==> src/sv/ic2d_pkg.sv <==
// Shared types, constants and helper functions for the 2-D image convolution block.
// No dependencies; the front end, queue, back end, top level and testbench import this package.
`default_nettype none
package ic2d_pkg;

  localparam int MAX_WIDTH  = 2048;
  localparam int MAX_HEIGHT = 4096;
  localparam int MAX_MASK   = 5;
  localparam int COEF_BITS  = 12;
  localparam int KROWS      = 5;
  localparam int LINES      = MAX_MASK - 1;
  localparam int COL_W      = $clog2(MAX_WIDTH);
  localparam int ROW_W      = $clog2(MAX_HEIGHT);
  localparam int KROW_W     = 60;
  localparam int WIN_N      = MAX_MASK * MAX_MASK;
  localparam int ACC_W      = 25;
  localparam int DVD_W      = ACC_W - 1;
  localparam int DIV_W      = 12;
  localparam int CNT_W      = 5;

  // Register indexes
  localparam logic [2:0] REG_DIVISOR    = 3'd5;
  localparam logic [2:0] REG_LINE_WIDTH = 3'd6;
  localparam logic [2:0] REG_MASK_SHAPE = 3'd7;

  typedef logic [WIN_N-1:0][7:0] win_t;

  // Effective configuration seen by the datapath
  typedef struct packed {
    logic [KROWS-1:0][KROW_W-1:0] kern;
    logic [DIV_W-1:0]             div;
    logic [COL_W:0]               width;
    logic [2:0]                   mw;
    logic [2:0]                   mh;
  } cfg_t;

  // One queued window job
  typedef struct packed {
    win_t             win;
    logic [COL_W-1:0] ocol;
    logic [ROW_W-1:0] orow;
    logic             last;
  } job_t;

  typedef enum logic [0:0] {F_IDLE, F_UPD} front_st_e;
  typedef enum logic [2:0] {B_IDLE, B_MAC, B_PREP, B_DIV, B_OUT} back_st_e;

  // Clamp a mask dimension to 1..MAX_MASK
  function automatic logic [2:0] clamp_dim(input logic [2:0] v);
    logic [2:0] r;
    r = v;
    if (v == 3'd0) r = 3'd1;
    else if (v > 3'(MAX_MASK)) r = 3'(MAX_MASK);
    return r;
  endfunction

endpackage
`default_nettype wire

==> src/sv/ic2d_queue.sv <==
// Two-entry job queue between the front end and the back end.
// Depends on ic2d_pkg.
`default_nettype none
module ic2d_queue import ic2d_pkg::*; (
  input  wire logic clk_i,
  input  wire logic rst_ni,
  input  wire logic push_i,
  input  wire job_t job_i,
  input  wire logic pop_i,
  output job_t      head_o,
  output logic      full_o,
  output logic      empty_o
);

  job_t       ent_q [2];
  logic       wp_q, rp_q;
  logic [1:0] cnt_q;

  assign head_o  = ent_q[rp_q];
  assign full_o  = (cnt_q == 2'd2);
  assign empty_o = (cnt_q == 2'd0);

  // Advance pointers and count
  always_ff @(posedge clk_i or negedge rst_ni) begin
    if (!rst_ni) begin
      wp_q  <= 1'b0;
      rp_q  <= 1'b0;
      cnt_q <= '0;
    end else begin
      if (push_i) wp_q <= ~wp_q;
      if (pop_i)  rp_q <= ~rp_q;
      cnt_q <= cnt_q + {1'b0, push_i} - {1'b0, pop_i};
    end
  end

  // Store entries
  always_ff @(posedge clk_i) begin
    if (push_i) ent_q[wp_q] <= job_i;
  end

endmodule
`default_nettype wire

==> config.mk <==
export PLATFORM = sky130hd
export DESIGN_NAME = ic2d_queue
export DESIGN_NICKNAME = d
export VERILOG_FILES = /design/src/sv/ic2d_pkg.sv /design/src/sv/ic2d_queue.sv
export SDC_FILE = /design/constraint.sdc
export NUM_CORES = 1
export LEC_CHECK = 0
export BUFFER_PORTS_ARGS = -buffer_cell sky130_fd_sc_hd__buf_2
export CORE_MARGIN = 3
export CORE_UTILIZATION = 50
export DETAILED_ROUTE_END_ITERATION = 7
export MAX_ROUTING_LAYER = met4
export PLACE_DENSITY = 0.76
export REMOVE_ABC_BUFFERS = 1
export SLEW_MARGIN = 20
export SYNTH_ARGS = -nofsm -noshare
export SYNTH_HDL_FRONTEND = slang
export SYNTH_SLANG_ARGS = --single-unit
==> constraint.sdc <==
create_clock -name clk_i -period 22.2 [get_ports clk_i]
set_input_delay 4.44 -clock clk_i [delete_from_list [all_inputs] [get_ports clk_i]]
set_output_delay 4.44 -clock clk_i [all_outputs]
set_load 0.005 [all_outputs]
## After elaboration in Yosys (flattened, before gate mapping)

Memories as Yosys holds them, arrays and structs flattened.
Cells that the tools add are included.

| cells by class | value |
|---|---|
| mux-type cells | 2 |
| reduce and logical (&&, ||, !) cells | 1 |
| eq/ne operators | 1 |
| bitwise logic cells | 2 |
| $add $sub $neg | 2 |

Operators with widths:

| kind | count |
|---|---|
| adder 2 x 1 -> 2 bit | 1 |
| == test 2 bit, second input constant | 1 |
| zero test 2 bit | 1 |
| 2-to-1 mux 1 bit | 2 |
| NOT 1 bit | 2 |
| subtractor 2 x 1 -> 2 bit | 1 |

| word-level totals | value |
|---|---|
| bits in writable memories | 448 |
| word-level logic and storage cells | 12 |
| register bits after elaboration | 4 |
| output and inout port bits | 226 |
| input bits | 228 |
| memories kept | 1 |

Memories:

| name | words | width | rd ports | clocked after memory_dff | wr ports | RTL line | text |
|---|---|---|---|---|---|---|---|
| ent_q | 2 | 224 | 1 | 0 | 1 | ic2d_queue.sv:15 | `job_t ent_q [2];` |

## Logic depth before layout (Yosys ltp)

| logic depth | value |
|---|---|
| depth in word-level cells | 2 |
| depth in mapped cells | 5 |
| depth with buffers taken out | 5 |

## Worst setup path after synthesis

No wires, ideal clock.

| timing | value |
|---|---|
| path type | input port to flip-flop |
| from | in push_i |
| to | mem ent_q[0][0] (netlist bit), enable pin |
| library setup time | 839 ps |
| path buffers | 0 |
| stages | 1 |
| required time | 21361 ps |
| path slack | 7272 ps |
| arrival | 14089 ps |
| path through | nor2b_1 |

| between the ends | value |
|---|---|
| cells in the longest elaborated chain, start to end | 2 |

Ends and longest elaborated chain:

| what | RTL line | text |
|---|---|---|
| start: declaration | ic2d_queue.sv:7 | `input wire logic push_i,` |
| 2-to-1 mux 1 bit | ic2d_queue.sv:38 | `if (push_i) ent_q[wp_q] <= job_i;` |
| 2-to-1 mux 1 bit (not written as such) | ic2d_queue.sv:38 |  |
| end: declaration | ic2d_queue.sv:15 |  |

Every way passes these cells.

==> results by stage <==
Global route:
- The global-route met3 utilization is 0.06029.
- The initial antenna violation count came to 14.
- Entering global routing, the biggest net connects 77 pins.
- The number of global-route vias before repair came to 8896.
- The routing layer with the top usage in global route is met2.
- The first-pass GRT wire length is 50920 um.
- The global-route usage over all layers is 0.1907.
- For met2 alone, demand over resource in global routing was 0.3161.
- For this run the aggregate overflow at the end of global routing stands at 0.
- For met1 alone, demand over resource in global routing was 0.2213.

Outcome:
- The run finished with clean final reports.

Setup path:
- The required time of the critical path is 17.76 ns.
- The endpoint of the most critical setup path is head_o[14].
- The critical path starts at rp_q.
- The critical register-to-register path endpoint is ent_q[0][91].
- The data arrival time at the worst-slack endpoint is 3.35 ns.
- STA classifies the critical path startpoint as a flip-flop.
- On the worst path, the slowest cell contributes a delay of 0.82 ns.
- For this design, the slowest cell found on the critical path is sky130_fd_sc_hd__buf_4.
- The category of the worst setup path capture point is an output pin.
- Walking the worst path, the cells encountered are buf_4, buf_4, mux2_2, buf_2.
- The internal reg-to-reg setup slack is 19.46 ns.
- Counting cells, the worst reg-to-reg path comes to 3.
- The startpoint identified for the worst register-to-register timing path is wp_q.
- The most used cell along the critical path is sky130_fd_sc_hd__buf_4.
- In this run the worst path has a maximum fanout of 50.
- The critical path is of the reg2out type.

Run:
- The max-capacitance violation count is 0.

STA:
- The worst hold slack after final layout is 0.5476 ns.
- The fmax is 128.3 MHz.
- The worst slew slack as a fraction of its limit is 0.2830.
- The clock tree skew after final layout is 0.008029 ns.
- The setup TNS is 0 ns.
- The number of pins with negative max-slew slack in the final report came to 0.
- The count of endpoints failing hold in the final timing report came to 0.
- The number of failing setup endpoints in the final timing report is 0.
- Subtracting the final worst setup slack from the clock period gives 7.794 ns.
- Setup repair after global routing left no endpoint under its margin.
- The slew at the pin closest to its max-slew limit is 1.076 ns.
- The period utilization is 0.3511.

Synthesis:
- The Yosys warning count is 0.
- The largest total area in the synthesized netlist belongs to sky130_fd_sc_hd__edfxtp_1.
- The synthesized netlist cell count is 712.
- In the synthesized netlist the dominant register cell turns out to be sky130_fd_sc_hd__edfxtp_1.
- The sequential fraction of the synthesis area is 0.7985.
- Among all cell types in the netlist, the one instantiated most often is sky130_fd_sc_hd__edfxtp_1.
- The synthesized area per cell is 23.84 um2.
- The netlist area before placement is 0.01697 mm2.
- By area the synthesized netlist is led by sky130_fd_sc_hd__edfxtp_1, sky130_fd_sc_hd__mux2_4, sky130_fd_sc_hd__mux2_2, sky130_fd_sc_hd__buf_6, sky130_fd_sc_hd__dfrtp_1.
- The synthesized netlist contains 13 unique library cells.
- By count the netlist is led by sky130_fd_sc_hd__edfxtp_1, sky130_fd_sc_hd__mux2_4, sky130_fd_sc_hd__mux2_2.
- The number of flops mapped to enable cells by yosys is 448.
- The area share of the largest cell type after synthesis is 0.7926.
- Synthesis inferred 452 register bits.
- The fraction of registers with async set/reset is 0.008850.

Drt:
- The first-iteration detailed-routing DRC count is 552.
- The average via count per standard cell is 4.969.
- The routed wire length per instance is 20.69 um.
- The pre-antenna-repair detailed-routing pass consisted of 5 iterations.
- Once detail routing completed, the nets flagged for antenna violations numbered 0.
- The number of remaining DRC errors is 0.
- The routed design has 34870 um of wire.
- The vias after detailed routing is 8373.

Layout:
- The final cell utilization of the core is 0.6384.
- For this run, the post-layout net count is 1427.
- The ratio of cells with drive above 1 in the final layout is 0.6080.
- The finished cells cover 0.02109 mm2.
- The area growth from synthesis to layout is 24.24%.

Clock tree:
- The root buffer selected by CTS is sky130_fd_sc_hd__clkbuf_16.
- Counting along the longest clock path gives a buffer depth of 3.
- The tree built by TritonCTS fans out to 452 sinks.
- The latest clock arrival within the worst-skew pair is 0.51 ns.
- Clock-pin slew was measured on the worst setup and hold paths at 0.06 ns.
- The TritonCTS buffer count is 45.
- The number of hold buffers added after CTS was 0.
- The post-cts repair resize count is 0.
- The clock tree from TritonCTS is done.
- The post-CTS setup buffer count is 0.
- The number of levels in the clock H-tree is 2.

Pwr:
- The cell leakage power is 8.349 nW.
- IR analysis of the VDD net gives a maximum drop of 0.07993 mV.
- The power per cell area is 125.7 mW/mm2.

Place:
- The wire-length estimate of the detail-placed layout is 24020 um.
- During placement, the flow inserted port buffers numbering 453.
- The placed cell area is 0.01963 mm2.
- Routability-driven placement finished with a final weighted congestion of 0.7854.

Die:
- The starting density of the core is 0.5138.
- The die is 190.2 um wide.
- In this run the standard cell core region covers 0.03303 mm2.
- The floorplan step set the die height to 190.2 um.
- During I/O placement, the number of pins put on the boundary was 454.
- The die covers 0.03619 mm2.
- The number of cell rows is 66.

Min path:
- The path type of the worst min-delay path is reg2reg.
critical path: cells and delay by family (launching register included):
family,cells,cell delay (ns)
buffers and inverters,3,1.65
DFF,1,0.71
muxes,1,0.42
flip-flops by register name, summed over array words and instances, names as in the netlist:
register,count
wp_q,1
rp_q,1
ent_q,448
cnt_q,2
cells in the final DEF (no fill, tap or decap):
master	n
sky130_fd_sc_hd__and2_4	1
sky130_fd_sc_hd__buf_16	2
sky130_fd_sc_hd__buf_2	453
sky130_fd_sc_hd__buf_4	8
sky130_fd_sc_hd__bufinv_16	4
sky130_fd_sc_hd__clkbuf_1	13
sky130_fd_sc_hd__clkbuf_16	45
sky130_fd_sc_hd__clkinv_1	8
sky130_fd_sc_hd__clkinv_2	6
sky130_fd_sc_hd__clkinvlp_4	1
sky130_fd_sc_hd__dfrtp_1	3
sky130_fd_sc_hd__dfrtp_4	1
sky130_fd_sc_hd__diode_2	16
sky130_fd_sc_hd__edfxtp_1	448
sky130_fd_sc_hd__ha_1	2
sky130_fd_sc_hd__inv_1	2
sky130_fd_sc_hd__mux2_2	74
sky130_fd_sc_hd__mux2_4	150
sky130_fd_sc_hd__nor2_1	1
sky130_fd_sc_hd__nor2b_1	1
sky130_fd_sc_hd__nor2b_4	1
sky130_fd_sc_hd__xor2_1	2
sky130_fd_sc_hd__xor3_1	1
where the power goes:
group | internal, mW | switching [mW] | leakage, nW
clock | 0.417 | 0.287 | 0.663
combinational | 0.404 | 0.356 | 3.44
sequential | 1.14 | 0.0517 | 4.25
logic make-up (layout without fill, tap and decap cells):
logic type                 count (synthesis)  count (layout)  share of synthesized area
adders and majority gates                  2               2                   0.001474
muxes                                    224             224                     0.1818
and+or+nand+nor                            4               4                   0.001327
buffers and inverters                     27             542                    0.01445
other                                      0              16                          0
xor gates and xnor gates                   3               3                   0.002433
DFF                                      452             452                     0.7985
metal layers:
metal  share of wire  vias up
li1                -     3841
met1            0.37     4077
met2            0.50      384
met3           0.095       71
met4           0.031        0
met5               0        -
how the worst min path moves through the flow:
stage	from	to	cells past startpoint
final	wp_q	wp_q	1
after global routing	wp_q	wp_q	1
after CTS	wp_q	wp_q	1
after detailed placement	wp_q	wp_q	1
after global placement	wp_q	wp_q	1
after floorplan	wp_q	wp_q	1
through the flow:
stage               setup WS, ns  power, mW  std cells
floorplan                  7.272      1.873        687
global placement           14.39      1.958       1590
detailed placement         14.36      1.971       1590
CTS                        13.77      2.678       1667
global route               14.23      2.771       1683
finish                     14.41      2.650       1685
area by class of cell:
class,count,area (um2)
fill,2314,11950
clock inverter,19,187.7
sequential,452,13560
timing repair buffer,463,2382
inverter,2,7.507
tap,442,553.0
antenna,16,40.04
multi-input combinational,233,3184
clock buffer,58,1175
No activity file was read; power rests on OpenSTA's default activity.
