--- config.mk ---
export PLATFORM = sky130hd
export DESIGN_NAME = ic2d_back
export DESIGN_NICKNAME = d
export VERILOG_FILES = /design/src/sv/ic2d_pkg.sv /design/src/sv/ic2d_back.sv
export SDC_FILE = /design/constraint.sdc
export NUM_CORES = 1
export LEC_CHECK = 0
export BUFFER_PORTS_ARGS = -buffer_cell sky130_fd_sc_hd__clkbuf_2
export CORE_MARGIN = 5
export CORE_UTILIZATION = 39
export DETAILED_ROUTE_END_ITERATION = 16
export PLACE_DENSITY = 0.65
export SLEW_MARGIN = 5
export SYNTH_ARGS = -nofsm -noshare
export SYNTH_HDL_FRONTEND = slang
export SYNTH_SLANG_ARGS = --single-unit
--- constraint.sdc ---
create_clock -name clk_i -period 16.5 [get_ports clk_i]
set_input_delay 0 -clock clk_i [delete_from_list [all_inputs] [get_ports clk_i]]
set_output_delay 0 -clock clk_i [all_outputs]
set_load 0.01 [all_outputs]
--- src/sv/ic2d_pkg.sv ---
// Shared types, constants and helper functions for the 2-D image convolution block.
// No dependencies; the front end, queue, back end, top level and testbench import this package.
`default_nettype none
package ic2d_pkg;

  localparam int MAX_WIDTH  = 2048;
  localparam int MAX_HEIGHT = 4096;
  localparam int MAX_MASK   = 5;
  localparam int COEF_BITS  = 12;
  localparam int KROWS      = 5;
  localparam int LINES      = MAX_MASK - 1;
  localparam int COL_W      = $clog2(MAX_WIDTH);
  localparam int ROW_W      = $clog2(MAX_HEIGHT);
  localparam int KROW_W     = 60;
  localparam int WIN_N      = MAX_MASK * MAX_MASK;
  localparam int ACC_W      = 25;
  localparam int DVD_W      = ACC_W - 1;
  localparam int DIV_W      = 12;
  localparam int CNT_W      = 5;

  // Register indexes
  localparam logic [2:0] REG_DIVISOR    = 3'd5;
  localparam logic [2:0] REG_LINE_WIDTH = 3'd6;
  localparam logic [2:0] REG_MASK_SHAPE = 3'd7;

  typedef logic [WIN_N-1:0][7:0] win_t;

  // Effective configuration seen by the datapath
  typedef struct packed {
    logic [KROWS-1:0][KROW_W-1:0] kern;
    logic [DIV_W-1:0]             div;
    logic [COL_W:0]               width;
    logic [2:0]                   mw;
    logic [2:0]                   mh;
  } cfg_t;

  // One queued window job
  typedef struct packed {
    win_t             win;
    logic [COL_W-1:0] ocol;
    logic [ROW_W-1:0] orow;
    logic             last;
  } job_t;

  typedef enum logic [0:0] {F_IDLE, F_UPD} front_st_e;
  typedef enum logic [2:0] {B_IDLE, B_MAC, B_PREP, B_DIV, B_OUT} back_st_e;

  // Clamp a mask dimension to 1..MAX_MASK
  function automatic logic [2:0] clamp_dim(input logic [2:0] v);
    logic [2:0] r;
    r = v;
    if (v == 3'd0) r = 3'd1;
    else if (v > 3'(MAX_MASK)) r = 3'(MAX_MASK);
    return r;
  endfunction

endpackage
`default_nettype wire

--- src/sv/ic2d_back.sv ---
// Back end: multiply-accumulate over the mask, serial divide, saturate, output register.
// Depends on ic2d_pkg.
`default_nettype none
module ic2d_back import ic2d_pkg::*; (
  input  wire logic         clk_i,
  input  wire logic         rst_ni,
  input  wire cfg_t         cfg_i,
  input  wire job_t         head_i,
  input  wire logic         empty_i,
  output logic              pop_o,
  output logic              out_valid_o,
  input  wire logic         out_ready_i,
  output logic [7:0]        value_o,
  output logic [COL_W-1:0]  out_column_o,
  output logic [ROW_W-1:0]  out_row_o,
  output logic              row_end_o
);

  back_st_e                st_q, st_d;
  job_t                    job_q;
  logic [2:0]              my_q, mx_q;
  logic signed [ACC_W-1:0] acc_q;
  logic [DVD_W-1:0]        dvd_q;
  logic [DIV_W:0]          rem_q, rem_sh;
  logic [CNT_W-1:0]        cnt_q;
  logic [2:0]              wr, wc;
  logic [4:0]              widx;
  logic [COEF_BITS-1:0]    coef;
  logic signed [COEF_BITS+8:0] prod;
  logic                    load_out;
  logic                    qbit;

  // Select coefficient and pixel for the current mask position
  always_comb begin
    wr   = my_q + (3'(MAX_MASK) - cfg_i.mh);
    wc   = mx_q + (3'(MAX_MASK) - cfg_i.mw);
    widx = 5'(wr) * 5'(MAX_MASK) + 5'(wc);
    coef = cfg_i.kern[my_q][mx_q*COEF_BITS +: COEF_BITS];
    prod = $signed(coef) * $signed({1'b0, job_q.win[widx]});
    rem_sh = {rem_q[DIV_W-1:0], dvd_q[DVD_W-1]};
    qbit   = (rem_sh >= {1'b0, cfg_i.div});
  end

  assign load_out = (st_q == B_OUT) && (!out_valid_o || out_ready_i);
  assign pop_o    = (st_q == B_IDLE) && !empty_i;

  // Sequence the job
  always_comb begin
    st_d = st_q;
    unique case (st_q)
      B_IDLE: if (!empty_i) st_d = B_MAC;
      B_MAC:  if (mx_q == cfg_i.mw - 3'd1 && my_q == cfg_i.mh - 3'd1) st_d = B_PREP;
      B_PREP: st_d = B_DIV;
      B_DIV:  if (cnt_q == CNT_W'(DVD_W - 1)) st_d = B_OUT;
      B_OUT:  if (load_out) st_d = B_IDLE;
      default: st_d = B_IDLE;
    endcase
  end

  always_ff @(posedge clk_i or negedge rst_ni) begin
    if (!rst_ni) begin
      st_q        <= B_IDLE;
      out_valid_o <= 1'b0;
    end else begin
      st_q <= st_d;
      if (load_out) out_valid_o <= 1'b1;
      else if (out_ready_i) out_valid_o <= 1'b0;
    end
  end

  // Datapath
  always_ff @(posedge clk_i) begin
    unique case (st_q)
      B_IDLE: begin
        job_q <= head_i;
        acc_q <= '0;
        my_q  <= '0;
        mx_q  <= '0;
      end
      B_MAC: begin
        acc_q <= acc_q + ACC_W'(prod);
        if (mx_q == cfg_i.mw - 3'd1) begin
          mx_q <= '0;
          my_q <= my_q + 3'd1;
        end else begin
          mx_q <= mx_q + 3'd1;
        end
      end
      B_PREP: begin
        // negative sums clip to zero: divide zero instead
        dvd_q <= acc_q[ACC_W-1] ? '0 : acc_q[DVD_W-1:0];
        rem_q <= '0;
        cnt_q <= '0;
      end
      B_DIV: begin
        rem_q <= qbit ? rem_sh - {1'b0, cfg_i.div} : rem_sh;
        dvd_q <= {dvd_q[DVD_W-2:0], qbit};
        cnt_q <= cnt_q + 1'b1;
      end
      B_OUT: begin
        if (load_out) begin
          value_o      <= (dvd_q > DVD_W'(255)) ? 8'd255 : dvd_q[7:0];
          out_column_o <= job_q.ocol;
          out_row_o    <= job_q.orow;
          row_end_o    <= job_q.last;
        end
      end
      default: ;
    endcase
  end

endmodule
`default_nettype wire

# After elaboration in Yosys (flattened, before gate mapping)

Cells that the tools add are included.

Register bits after elaboration: 332
Latch bits: 0
Memory bits (writable): 0
Bits in read-only memories: 0
Input port bits: 558
Output and inout bits: 34
Word-level logic and storage cells: 106
Memories kept: 0

Add/subtract/negate cells: 12
Multiply operators: 3
Div/mod/pow operators: 0
Magnitude comparators: 4
Equality and inequality tests: 12
Shifts and indexed selects: 1
Muxes and demuxes: 21
Bitwise logic cells: 0
Reduce and logical (&&, ||, !) cells: 13

Operators with widths:

| kind                                                            | count |
|---|---|
| binary-select mux 60 bit (select 3 bit)                         | 1 |
| two-way mux 60 bit                                              | 1 |
| indexed part select 60 x 8 -> 12 bit                            | 1 |
| case mux 25 bit (2 select lines)                                | 1 |
| case mux 24 bit (2 select lines)                                | 1 |
| binary-select mux 8 bit (select 5 bit)                          | 1 |
| adder 25 x 21 -> 25 bit                                         | 1 |
| greater-than comparator 24 x 8 -> 1 bit (second input constant) | 1 |
| two-way mux 24 bit                                              | 1 |
| case mux 12 bit (2 select lines)                                | 1 |
| multiplier 12 x 9 -> 21 bit                                     | 1 |
| two-way mux 3 bit                                               | 6 |
| case mux 3 bit (5 select lines)                                 | 1 |
| >= comparator 13 x 12 -> 1 bit                                  | 1 |
| two-way mux 12 bit                                              | 1 |
| case mux 3 bit (2 select lines)                                 | 2 |
| subtractor 12 bit                                               | 1 |
| inequality test 2 bit (second input constant)                   | 5 |
| case mux 5 bit (2 select lines)                                 | 1 |
| two-way mux 8 bit                                               | 1 |
| adder 3 x 1 -> 3 bit (second input constant)                    | 2 |
| adder 3 bit                                                     | 2 |
| equality test 3 x 2 -> 1 bit (second input constant)            | 2 |
| equality test 3 bit                                             | 2 |
| other kinds (19)                                                | 28 |

# Logic depth before layout (Yosys ltp)

Gate-level depths: netlist (run 1).

Word-level depth: 9
Gate-level depth with buffers: 37
Depth with buffers taken out: 32

# Worst setup path after synthesis (run 1)

OpenSTA, ideal clock, no wires.

Path type: reg-to-reg
Start point: reg st_q[0]
End point: reg job_q[0] (netlist bit), enable pin
Setup time: 1082 ps
Data arrival time: 15803 ps
Data required time: 15418 ps
Setup slack: -386 ps
Cell stages (with the launch flop): 3
Path buffers: 1
Period minus slack after synthesis: 16886 ps
Cell sequence: dfrtp_1 -> clkbuf_1 -> nor3_1

Cells in the longest elaborated chain, start to end: 1

RTL lines:

| what                   | line            | text |
|---|---|---|
| from (decl)            | ic2d_back.sv:19 | `back_st_e st_q, st_d;` |
| from (signal assigned) | ic2d_back.sv:65 | `st_q <= st_d;` |
| logical NOT 3 bit      | ic2d_back.sv:73 | `unique case (st_q)` |
| to (signal assigned)   | ic2d_back.sv:75 | `job_q <= head_i;` |
| to (decl)              | ic2d_back.sv:20 | `job_t job_q;` |

No other way between the ends.
A chain may end at the register's enable or synchronous reset.

# Final worst setup path (run 1)

Start point: reg my_q[0]
End point: reg acc_q[22] (data pin)

Cells in the longest elaborated chain, start to end: 8
Elaborated cells between the ends (all ways): 11
Classes of those cells: add/sub (3); mul (2); shift (1); mux (5)

RTL lines:

| what                                    | line            | text |
|---|---|---|
| from (decl)                             | ic2d_back.sv:21 | `logic [2:0] my_q, mx_q;` |
| from (signal assigned)                  | ic2d_back.sv:84 | `my_q <= my_q + 3'd1;` |
| adder 3 bit                             | ic2d_back.sv:35 | `wr = my_q + (3'(MAX_MASK) - cfg_i.mh);` |
| multiplier 3 x 3 -> 5 bit               | ic2d_back.sv:37 | `widx = 5'(wr) * 5'(MAX_MASK) + 5'(wc);` |
| adder 5 x 3 -> 5 bit                    | ic2d_back.sv:37 |  |
| binary-select mux 8 bit (select 5 bit)  | ic2d_back.sv:39 | `prod = $signed(coef) * $signed({1'b0, job_q.win[widx]});` |
| two-way mux 8 bit (implied by the code) | ic2d_back.sv:39 |  |
| multiplier 12 x 9 -> 21 bit *           | ic2d_back.sv:39 |  |
| adder 25 x 21 -> 25 bit *               | ic2d_back.sv:81 | `acc_q <= acc_q + ACC_W'(prod);` |
| case mux 25 bit (2 select lines) *      | ic2d_back.sv:73 |  |
| to (signal assigned)                    | ic2d_back.sv:81 |  |
| to (decl)                               | ic2d_back.sv:22 | `logic signed [ACC_W-1:0] acc_q;` |

Every way passes the cells marked *; elsewhere a longest branch is shown, timed or not. The select of a mux whose other input is x is not followed.

==> impl_metrics.yaml, run 1 <==
synthesis:
  synth.avg_cell_area_um2: 13.0
  synthSimpleGateAreaFrac_pct: 8.61
  synth_fa_ha_area_share_pct: 14.9
  synth_warnings: 0
  synthMuxAreaShare_pct: 13.8
  synth_top_area_cell: "edfxtp_1"
  syn_nets: 2355
  async_flop_share_pct: 1.20
  synthTopCellsByArea: "edfxtp_1, mux4_2, fa_1"
  synth_ff_type: "edfxtp_1"
  yosysSeqAreaShare_pct: 47.5
  synth_cells: 1609
  synth_compound_area_share_pct: 8.27
  synth_top_cells_by_count: "edfxtp_1, inv_1, nand2_1, mux4_2, fa_1"
  synth_area_um2: 21000
  synth-edff-count: 328
  synthXorXnorAreaFrac_pct: 1.65
  synth-seq-cells: 332
  synth_top_family_by_area: "adder cells"
  synth_cell_types: 67
  synthMostInstantiatedCell: "edfxtp_1"
  yosysTopAreaCellShare_pct: 47.0
setup_path:
  crit_path_start_kind: "flop"
  cp.arrival_ns: 10.09
  critPathMaxFanout: 77
  r2r_cells: 29
  timing.rr.start: "my_q[0]"
  max_stage_delay_ns: 0.54
  worstSetupPathType: "flop to flop"
  startpoint: "my_q[0]"
  slowest_stage: "buf_4"
  critPathCaptureType: "flop"
  cp.required_ns: 16.75
routing:
  via_per_inst: 5.22
  first_pass_iters: 5
  drc: 0
  routed_wl_um: 73200
  drtIter0Drc: 1177
  routedWlPerCell_um: 23.4
  vias: 16313
  drtAntennaViolNets: 0
timing:
  finClkSkew_ns: 0.0136
  tns_ns: 0
  fmax_mhz: 102
  rsz0062_at_grt: "false"
  holdWs_ns: 0.177
  slew_headroom_pct: 24.4
  hold_viol_final: 0
  fin_crit_ns: 9.84
  slew_viol_final: 0
  tightest_slew_ns: 1.13
  setup_violations: 0
  post-route-period-util_pct: 59.6
worst_hold_path:
  hold_path.class: "input port to flop"
  worstHoldStart: "head_i[134]"
  hold_path_depth: 2
clocking:
  htree_levels: 2
  clockRootBuffer: "clkbuf_16"
  post_cts_buffers: 0
  clockBufferDepth: 3
  numCtsBuffers: 36
  clkSlewWorstSetupHoldPaths_ns: 0.06
  clock_sinks: 332
  cts_tree: "built"
  cts_resized: 0
  clock_latency_ns: 0.54
  ctsHoldBuffers: 230
placed_design:
  place.gp.congestion: 1.10
  port_buffers: 579
  hpwl_um: 55800
outcome:
  outcome: "completed"
global_route:
  grtUsageTotal_pct: 24.3
  antenna_found_initial: 21
  grt-ovfl-total: 0
  grt_pass1_wl_um: 108000
  grt_max_degree: 89
  grt_pass1_vias: 17154
floorplan:
  die-area_um2: 58500
  core_area_um2: 53500
  die_height_um: 242
  die_w_um: 242
  start_util_pct: 39.2
  io_pins: 592
  fp-row-count: 85
flow_run:
  maxCapViolCount: 0
layout:
  final_nets: 3141
  drive_above_1_share_pct: 33.0
  area_growth_pct: 33.3
-- sequential cells by signal (all words and copies together) (netlist names) --
name / flops
out_column_o: 11
mx_q: 3
rem_q: 12
cnt_q: 5
job_q: 224
my_q: 3
dvd_q: 24
out_valid_o: 1
value_o: 8
acc_q: 25
out_row_o: 12
row_end_o: 1
st_q: 3
-- placed cells by master, fill, tap and decap left out, types with 12 or more instances in the layout --
cell | synthesis | layout
a211oi_1 | 17 | 17
xor2_1 | 15 | 15
clkbuf_16 | 0 | 36
mux4_2 | 107 | 107
and3_1 | 16 | 16
and2_1 | 12 | 12
inv_1 | 178 | 178
o21ai_0 | 33 | 33
nand2b_1 | 19 | 19
mux2i_1 | 45 | 45
nor2_1 | 96 | 95
buf_4 | 13 | 19
edfxtp_1 | 328 | 328
xnor2_1 | 18 | 18
nor3_1 | 17 | 15
dlygate4sd3_1 | 0 | 230
nor2b_1 | 17 | 16
a21o_1 | 20 | 20
ha_1 | 85 | 84
clkbuf_2 | 0 | 579
a21oi_1 | 71 | 71
fa_1 | 103 | 102
or2_2 | 12 | 12
nand2_1 | 147 | 147
o31ai_1 | 16 | 16
o22ai_1 | 14 | 14
-- critical path: cells and delay by family, from the launching register on --
kind	cells	cell delay (ns)
adder cells (fa/ha/maj)	11	4.37
AO/OA/AOI/OAI	5	1.29
buffers and inverters	5	1.25
multiplexers	2	0.99
AND/OR/NAND/NOR	4	0.76
flip-flops	1	0.37
XOR/XNOR	2	0.33
-- final timing paths --
| check | to | slack [ns] |
|---|---|---|
| max in group asynchronous | st_q[1] | 15.94 |
| worst max-delay path | acc_q[22] | 6.66 |
| worst min register to register | out_column_o[1] | 0.42 |
| worst max register to register | acc_q[22] | 6.66 |
| min in group asynchronous | st_q[0] | 0.39 |
| worst min-delay path | job_q[134] | 0.18 |
-- cell type report --
cell class              count  area, um2
diodes                     11       27.5
clock buffers              45        935
clock inverters            19        194
fillers                  4562      25500
inverters                 179        672
multi-input cells        1017       9930
flip-flops and latches    332       9950
well taps                 696        871
repair buffers            829       5360
-- kinds of logic (layout without fill, tap and decap cells) --
logic type | count (synthesis) | count (layout)
multiplexers | 154 | 154
adder cells (fa/ha/maj) | 188 | 188
XOR/XNOR | 36 | 36
other | 0 | 11
flip-flops | 332 | 332
buffers and inverters | 260 | 1072
AO/OA/AOI/OAI | 252 | 252
AND/OR/NAND/NOR | 387 | 387
-- metal layers --
metal | vias to the layer above | share of wire [%] | global-route usage, %
met5 | - | 0.063 | 0
met4 | 6 | 2.2 | 5.74
met3 | 91 | 6.9 | 5.08
met2 | 600 | 49 | 40.6
met1 | 8119 | 42 | 32.9
li1 | 7497 | - | -
-- through the flow --
stage          setup WS (ns)  instances  instance area [um2]  util, %
3_5_place_dp            6.72       2823                24500     45.8
5_1_grt                 6.15       3124                27900     52.2
6_report                6.66       3128                27900     52.2
4_1_cts                 6.67       3117                27900     52.2
2_1_floorplan           6.65       1609                21000        -
3_3_place_gp            6.83       2823                24500     45.8
Power of run 1 is not shown: default switching activity piles up to over one toggle a cycle in this logic, so the estimate is an artifact.
==> run 2, diff against run 1 <==
--- a/config.mk
+++ b/config.mk
@@ -5,11 +5,11 @@
 export SDC_FILE = /design/constraint.sdc
 export NUM_CORES = 1
 export LEC_CHECK = 0
+export ABC_AREA = 1
 export BUFFER_PORTS_ARGS = -buffer_cell sky130_fd_sc_hd__clkbuf_2
 export CORE_MARGIN = 5
 export CORE_UTILIZATION = 39
 export DETAILED_ROUTE_END_ITERATION = 16
-export PLACE_DENSITY = 0.65
 export SLEW_MARGIN = 5
 export SYNTH_ARGS = -nofsm -noshare
 export SYNTH_HDL_FRONTEND = slang
==> constraint.sdc (replaced) <==
create_clock -name clk_i -period 9 [get_ports clk_i]
set_input_delay 0 -clock clk_i [delete_from_list [all_inputs] [get_ports clk_i]]
set_output_delay 0 -clock clk_i [all_outputs]
set_load 0.01 [all_outputs]
==> run 2 against run 1 <==
Critical endpoint is now acc_q[20]. Sequential cell count did not move. Count of clock-buffer cells in the layout did not move. Sequential share of layout area decreased by 1.8 points. Fmax grew 17%. Via count grew 31%.
==> impl_metrics.yaml, run 2 <==
timing:
  rsz0062_at_grt: "false"
  tightest_slew_ns: 1.08
  finClkSkew_ns: 0.0188
  hold_viol_final: 0
  setup_violations: 0
  fin_crit_ns: 8.41
  post-route-period-util_pct: 93.5
  slew_viol_final: 0
  fmax_mhz: 119
  tns_ns: 0
  slew_headroom_pct: 27.6
setup_path:
  crit_buf_inv: 9
  cp.required_ns: 9.30
  slowest_stage: "fa_1"
  critPathMaxFanout: 14
  cpLargestDelayFamily: "adder cells"
  max_stage_delay_ns: 0.55
  crit_path_start_kind: "flop"
  critPathCaptureType: "flop"
  worst_path_most_repeated_cell: "nand2_1"
  cp.arrival_ns: 8.71
  worstSetupPathType: "flop to flop"
flow_run:
  maxCapViolCount: 0
synthesis:
  synth.avg_cell_area_um2: 8.42
  synthTopCellsByArea: "edfxtp_1, nand2_1, fa_1"
  syn_nets: 3397
  synth-seq-cells: 332
  yosysTopAreaCellShare_pct: 44.1
  async_flop_share_pct: 1.20
  synth_area_um2: 22300
  synth_cell_types: 47
  synthMostInstantiatedCell: "nand2_1"
  synth_ff_type: "edfxtp_1"
  yosysSeqAreaShare_pct: 44.6
  synth_top_cells_by_count: "nand2_1, nand3_1, edfxtp_1, inv_1, nor2_1"
  synth_warnings: 0
  synth_cells: 2651
  synth-edff-count: 328
  synth_top_area_cell: "edfxtp_1"
global_route:
  grt_pass1_wl_um: 130000
  grt_pass1_vias: 21943
  grtUsageTotal_pct: 26.8
  antenna_found_initial: 24
  grt_max_degree: 91
  grt-ovfl-total: 0
routing:
  vias: 21307
  drtAntennaViolNets: 0
  routed_wl_um: 85900
  drtIter0Drc: 1614
  drc: 0
  routedWlPerCell_um: 20.3
  first_pass_iters: 7
  via_per_inst: 5.04
floorplan:
  die_w_um: 249
  core_area_um2: 56600
  io_pins: 592
  die-area_um2: 62100
  start_util_pct: 39.4
  die_height_um: 249
  fp-row-count: 87
placed_design:
  hpwl_um: 65700
  port_buffers: 579
  place.gp.congestion: 1.01
layout:
  reg_top3: "job_q (224), acc_q (25), dvd_q (24)"
  largest_register_ffs: 224
  drive_above_1_share_pct: 21.0
  fill_cells: 5355
  mostFrequentLayoutCells: "nand2_1, clkbuf_2, nand3_1, edfxtp_1, inv_1"
  area_growth_pct: 31.7
  final_nets: 4169
  top_register: "job_q"
  final_common_cell: "nand2_1"
clocking:
  clkSlewWorstSetupHoldPaths_ns: 0.06
  numCtsBuffers: 38
  cts_tree: "built"
  clock_sinks: 332
  clock_latency_ns: 0.55
  htree_levels: 2
  clockRootBuffer: "clkbuf_16"
  clockBufferDepth: 3
  post_cts_buffers: 0
outcome:
  outcome: "completed"
worst_hold_path:
  hold_path.class: "input port to flop"
-- run 2: routing by layer --
| layer | GRT usage (%) | part of all wire [%] |
|---|---|---|
| met4 | 9.23 | 3.6 |
| met1 | 32.6 | 39 |
| met3 | 4.94 | 6.3 |
| met5 | 0 | 0.027 |
| met2 | 47.9 | 51 |
-- run 2: logic make-up after synthesis --
family                   share of synthesized area (%)
XOR/XNOR                                         0.812
flip-flops                                        44.6
buffers and inverters                             8.04
AO/OA/AOI/OAI                                     5.53
AND/OR/NAND/NOR                                   27.1
adder cells (fa/ha/maj)                           14.0
-- run 2: tightest hold or removal path: stages --
cell and delay (ns):
clkbuf_2 0.11, fa_1 0.17, nand2_1 0.05, nand2_1 0.05, a21oi_1 0.03
-- run 2: path summary, 6_finish.rpt --
path | startpoint | endpoint | slack [ns] | depth (start not counted)
setup / recovery | my_q[1] | acc_q[20] | 0.59 | 38
hold / removal | cfg_i[19] | rem_q[1] | 0.04 | 5
setup reg to reg | my_q[1] | acc_q[20] | 0.59 | 38
hold reg to reg | job_q[10] | out_row_o[9] | 0.41 | 0
max in group asynchronous | rst_ni | st_q[0] | 8.43 | 3
min in group asynchronous | rst_ni | st_q[1] | 0.38 | 3
-- run 2: layout make-up --
cell class / instances / area, um2 / share of cell area (%)
Inverter: 317 / 1200 / 4.08
Multi-Input combinational cell: 1887 / 10600 / 36.1
Clock inverter: 23 / 170 / 0.579
Timing Repair Buffer: 847 / 5500 / 18.7
Tap cell: 756 / 946 / 3.22
Antenna cell: 18 / 45.0 / 0.153
Clock buffer: 45 / 987 / 3.36
Sequential cell: 332 / 9950 / 33.8
-- run 2: per-stage QoR --
| step | instances | instance area, um2 | worst slack, ns | hold WS, ns | utilization, % |
|---|---|---|---|---|---|
| floorplan | 2651 | 22300 | 1.14 | -0.296 | - |
| global placement | 3910 | 25900 | 0.719 | -0.182 | 45.8 |
| detailed placement | 3910 | 25900 | 0.630 | -0.181 | 45.8 |
| CTS | 4207 | 29400 | 0.576 | 0.00688 | 51.9 |
| global route | 4225 | 29400 | 0.0304 | 0.0489 | 52.0 |
| finish | 4225 | 29400 | 0.588 | 0.0427 | 52.0 |
-- run 2: what timing repair did --
action,4_1_cts,5_1_grt
endpoints found under the hold margin,233,0
resized for setup,0,0
hold buffers,229,0
Power of run 2 is left out for the same reason.
